**config.mk**
```make
export PLATFORM = sky130hd
export DESIGN_NAME = ial_mul
export DESIGN_NICKNAME = d
export VERILOG_FILES = /design/src/rtl/ial_mul.sv
export SDC_FILE = /design/constraint.sdc
export NUM_CORES = 2
export LEC_CHECK = 0
export ABC_AREA = 1
export BUFFER_PORTS_ARGS = -buffer_cell sky130_fd_sc_hd__buf_2
export CAP_MARGIN = 10
export CORE_AREA = 2 2 424 426
export CTS_CLUSTER_SIZE = 40
export DETAILED_ROUTE_END_ITERATION = 10
export DIE_AREA = 0 0 426 428
export PLACE_DENSITY = 0.46
export SETUP_SLACK_MARGIN = 0.05
export SLEW_MARGIN = 20
export SYNTH_ARGS = -nofsm -noshare
export SYNTH_HDL_FRONTEND = slang
export SYNTH_SLANG_ARGS = --single-unit
```
**constraint.sdc**
```tcl
create_clock -name aclk -period 7.5 [get_ports aclk]
set_clock_uncertainty 0.2 [all_clocks]
set_input_delay 1.5 -clock aclk [delete_from_list [all_inputs] [get_ports aclk]]
set_output_delay 1.5 -clock aclk [all_outputs]
set_load 0.005 [all_outputs]
```
**src/rtl/ial_mul.sv**
```systemverilog
// Four-stage multiplier with exact overflow detection for signed/unsigned.
// No package dependencies; instantiated by the top level.
`default_nettype none

module ial_mul #(
    parameter int W = 32
) (
    input  logic         aclk,
    input  logic         adv,
    input  logic [W-1:0] a,
    input  logic [W-1:0] b,
    input  logic         sgn,
    output logic [W-1:0] res,
    output logic         ovf
);

    localparam int H  = (W + 1) / 2;
    localparam int L  = W - H;
    localparam int PW = 2 * W;

    logic [W-1:0]     ma_reg, mb_reg;
    logic             neg1_reg, sgn1_reg;
    logic [2*H-1:0]   ll_reg;
    logic [H+L-1:0]   lh_reg, hl_reg;
    logic [2*L-1:0]   hh_reg;
    logic             neg2_reg, sgn2_reg;
    logic [PW-1:0]    p_reg, p_next;
    logic             neg3_reg, sgn3_reg;
    logic [W-1:0]     res_reg, lim;
    logic             ovf_reg;
    logic             na, nb;

    assign na = sgn & a[W-1];
    assign nb = sgn & b[W-1];
    assign lim = !sgn3_reg ? {W{1'b1}} :
                 (neg3_reg ? {1'b1, {(W-1){1'b0}}} : {1'b0, {(W-1){1'b1}}});
    assign p_next = PW'(ll_reg) + (PW'(lh_reg) << H) + (PW'(hl_reg) << H)
                  + (PW'(hh_reg) << (2 * H));

    always_ff @(posedge aclk) begin
        if (adv) begin
            // Take magnitudes and product sign
            ma_reg   <= na ? (~a + 1'b1) : a;
            mb_reg   <= nb ? (~b + 1'b1) : b;
            neg1_reg <= na ^ nb;
            sgn1_reg <= sgn;
            // Form half-width partial products
            ll_reg   <= ma_reg[H-1:0] * mb_reg[H-1:0];
            lh_reg   <= ma_reg[H-1:0] * mb_reg[W-1:H];
            hl_reg   <= ma_reg[W-1:H] * mb_reg[H-1:0];
            hh_reg   <= ma_reg[W-1:H] * mb_reg[W-1:H];
            neg2_reg <= neg1_reg;
            sgn2_reg <= sgn1_reg;
            // Sum the full product magnitude
            p_reg    <= p_next;
            neg3_reg <= neg2_reg;
            sgn3_reg <= sgn2_reg;
            // Range check and reapply the sign
            ovf_reg  <= p_reg > PW'(lim);
            res_reg  <= neg3_reg ? (~p_reg[W-1:0] + 1'b1) : p_reg[W-1:0];
        end
    end

    assign res = res_reg;
    assign ovf = ovf_reg;

endmodule

`default_nettype wire

```
### Word level (Yosys, flattened, before mapping)

Index checks and enable logic that the tools add are counted.

* flip-flop bits (word level): 295
* bits in latches: 0
* RAM bits: 0
* memory bits (read-only): 0
* input port bits: 67
* output and inout bits: 33
* word-level logic and storage cells: 37
* memories: 0

* add/subtract/negate cells: 6
* $mul: 4
* div/mod/pow operators: 0
* order comparisons: 1
* equal/unequal tests: 0
* shift-type cells: 0
* multiplexer cells: 5
* bitwise logic cells: 6
* reduce and logical (&&, ||, !) cells: 0

Operators by type and width (number)
* 2-to-1 mux 32 bit: 5
* multiplier 16 x 16 -> 32 bit: 4
* adder 32 x 1 -> 32 bit, second input constant: 3
* NOT 32 bit: 3
* adder 50 x 64 -> 64 bit: 1
* greater-than comparator 64 x 32 -> 1 bit: 1
* adder 49 x 48 -> 50 bit: 1
* adder 32 x 48 -> 49 bit: 1
* bitwise AND 1 bit: 2
* XOR 1 bit: 1

### Depth between registers and ports, before layout

* word-level depth: 3
* mapped depth: 26
* depth with buffers taken out: 25

### Least setup slack after synthesis

No wires, ideal clock.

* path kind: reg2reg
* start: register ma_reg[27]
* end: register hh_reg[29] (data pin)
* setup time: 253 ps
* data arrival time: 4998 ps
* required time: 7047 ps
* slack: 2049 ps
* cell stages (with the launch flop): 20
* path buffers: 1
* clock period less this slack: 5451 ps
* cell sequence: edfxtp_1 -> clkbuf_1 -> nand2_1 -> fa_1 -> fa_1 -> fa_1 -> inv_1 -> fa_1 -> fa_1 -> inv_1 -> fa_1 -> inv_1 -> ha_1 -> a21oi_1 -> a21boi_0 -> nand3_1 -> nand2_1 -> nand3_1 -> nand2_1 -> nand2_1

* longest elaborated chain between the ends: 1

Ends and longest elaborated chain
* start, declared: line 21 `logic [W-1:0] ma_reg, mb_reg;`
* start signal, assigned: line 43 `ma_reg <= na ? (~a + 1'b1) : a;`
* multiplier 16 x 16 -> 32 bit: line 51 `hh_reg <= ma_reg[W-1:H] * mb_reg[W-1:H];`
* end signal, assigned: line 51
* end, declared: line 25 `logic [2*L-1:0] hh_reg;`

Every way passes these cells.
A chain may end at the register's enable or synchronous reset.

### Worst setup path after layout

* start: register mb_reg[17]
* end: register lh_reg[23] (data pin)

* longest elaborated chain between the ends: 1

Ends and longest elaborated chain
* start, declared: line 21
* start signal, assigned: line 44 `mb_reg <= nb ? (~b + 1'b1) : b;`
* multiplier 16 x 16 -> 32 bit: line 49 `lh_reg <= ma_reg[H-1:0] * mb_reg[W-1:H];`
* end signal, assigned: line 49
* end, declared: line 24 `logic [H+L-1:0] lh_reg, hl_reg;`

Every way passes these cells.

==> results.yml <==
status:
  status: "finished, final reports clean"
floorplan:
  dieArea_sq_mm: 0.182
  initial_core_util: 0.299
  coreArea_sq_mm: 0.178
  fp.dieH_microns: 428
  floorplan.die.width_microns: 426
  io-pin-count: 100
  num_rows: 155
timing:
  slew_headroom: 0.232
  hold_viol_final: 0
  rsz0062_at_grt: "false"
  slew_viol_final: 0
  fmax_mhz: 151
  setup_violations: 0
  worst_pin_slew_ns: 1.15
  fin_crit_ns: 6.60
  min_period_over_period: 0.881
  tns_ns: 0
critical_path:
  critical_path_class: "register to register"
  crit_arrival_ns: 6.75
  reg2reg_depth: 20
  cp.required_ns: 7.65
  cp-end-kind: "register"
  critPathLaunchType: "register"
  crit_fanout: 18
global_routing:
  grt_pass1_vias: 44100
  track_usage: 0.184
  grt_max_degree: 159
  gr-total-overflow: 0
  antenna_found_initial: 1
  grt_pass1_wl_microns: 259000
drt:
  routed_wl_microns: 164000
  dr.pass1.iters: 8
  avgViaCountPerCell: 4.51
  vias: 42000
  drtAntennaViolNets: 0
  wl_per_cell_microns: 17.6
  drc: 0
  drt_iter0_drc: 2550
cts:
  cts_sinks: 295
  cts_buffer_depth: 3
  cts-root-buf: "clkbuf_16"
  cts_buffers: 40
  cts_tree: "built"
  cts_hold_buf: 0
  cts_resized: 0
  cts_setup_buffers: 0
  insertion_delay_ns: 0.64
  path_clk_slew_ns: 0.06
  cts-htree-levels: 2
yosys:
  synth_edf_count: 295
  syn-num-nets: 8217
  async_reset_ff_frac: 0
  syn_area_sq_mm: 0.0531
  yosysSeqAreaShare: 0.167
  synth_cells: 6858
  ys_warn_count: 0
  synth_top_cell_area_share: 0.305
  synth.area.top_cells: "fa_1, edfxtp_1, nand2_1, inv_1, ha_1"
  yosys.cell_types.count: 40
  synth-seq-cells: 295
  yosys_most_used_dff: "edfxtp_1"
  synth_top_area_cell: "fa_1"
  avgSynthCellArea_sq_um: 7.75
layout:
  largest_reg_flops: 64
  antenna_cells: 0
  seq_area_sq_mm: 0.00886
  multi_input_area_sq_mm: 0.0365
  finalNetCount: 8275
  layout-drive-gt1-share: 0.0544
  final_util: 0.328
  nFillCells: 19200
  syn2layout_area_growth_pct: 9.60
placement:
  hpwl_microns: 136000
  place.gp.congestion: 0.881
  port_buffers: 99
hold_path:
  hold_path_depth: 0
  hold_path_class: "register to register"
flow_run:
  maxCapViolations: 0
==> layout make-up <==
class / count / area share
Clock inverter: 27 / 0.00535
Tap cell: 2355 / 0.0506
Timing Repair Buffer: 218 / 0.0271
Multi-Input combinational cell: 4489 / 0.627
Inverter: 1872 / 0.121
Clock buffer: 46 / 0.0176
Sequential cell: 295 / 0.152
==> worst max-delay path, cell delays in order (launching register included) <==
cell	delay, ns
edfxtp_1	0.98
buf_4	0.38
nand2_1	0.11
fa_1	0.53
fa_1	0.51
fa_1	0.51
inv_1	0.05
fa_1	0.50
fa_1	0.49
inv_1	0.04
fa_1	0.47
inv_1	0.04
ha_1	0.34
a21oi_1	0.25
o21ai_0	0.20
a21oi_1	0.16
nand2_1	0.18
nand2_1	0.13
nand2_1	0.06
nand2_1	0.05
nand2_1	0.11
==> stage by stage <==
step,instances,cell area [sq um],setup WS (ns),hold WS (ns)
2_1_floorplan,6858,53100,2.05,0.200
3_3_place_gp,9225,56800,0.640,0.205
3_5_place_dp,9229,56900,0.879,0.205
4_1_cts,9302,58200,0.851,0.218
5_1_grt,9302,58200,0.501,0.223
6_report,9302,58200,0.895,0.217
==> kinds of logic after synthesis <==
family,after synthesis,share of synthesized area
xor+xnor,160,0.0264
buf+inv,2074,0.147
simple gates,2706,0.208
flops,295,0.167
fa+ha+maj,1292,0.419
compound gates,331,0.0333
==> cell usage in the layout (no fill, tap or decap), types with 65 or more instances in the layout <==
| cell | n |
|---|---|
| nand4_1 | 65 |
| buf_2 | 98 |
| a21oi_1 | 171 |
| buf_4 | 106 |
| edfxtp_1 | 295 |
| nand2_1 | 1999 |
| fa_1 | 809 |
| xor2_1 | 135 |
| o21ai_0 | 106 |
| nor2_1 | 285 |
| nand3_1 | 195 |
| inv_1 | 1857 |
| ha_1 | 483 |
==> final timing paths <==
check                                start    endpoint  slack, ns
worst max register to register  mb_reg[17]  lh_reg[23]       0.90
worst max-delay path            mb_reg[17]  lh_reg[23]       0.90
worst min register to register   ll_reg[6]    p_reg[6]       0.22
worst min-delay path             ll_reg[6]    p_reg[6]       0.22
==> synthesized netlist by cell type (3+ instances only) <==
cell type / n
nor2_4: 13
nor4_1: 14
or2_1: 3
nand2_1: 1999
nor3_1: 49
edfxtp_1: 295
nor3b_1: 3
xor2_1: 135
nand2_2: 27
nor2_2: 24
nand3_2: 15
fa_1: 809
a21oi_1: 171
nor3_2: 4
nand4_1: 65
o21ai_0: 106
inv_1: 1857
clkbuf_1: 199
o21a_1: 14
nand3_1: 195
a21o_1: 7
nand3b_1: 5
o21ai_1: 6
inv_2: 13
a31oi_1: 6
xnor2_1: 25
o211ai_1: 8
o21bai_1: 9
nor2_1: 285
ha_1: 483
==> metal layers <==
metal	part of all wire	up-vias	GRT usage
met3	0.042	129	0.0173
met4	0.018	0	0.0346
met2	0.46	943	0.300
li1	-	20300	-
met5	0	-	0
met1	0.48	20600	0.265
Power is left out: the tool's default activity adds up to more than one toggle a clock period on the data nets, which glitch-free logic cannot reach.
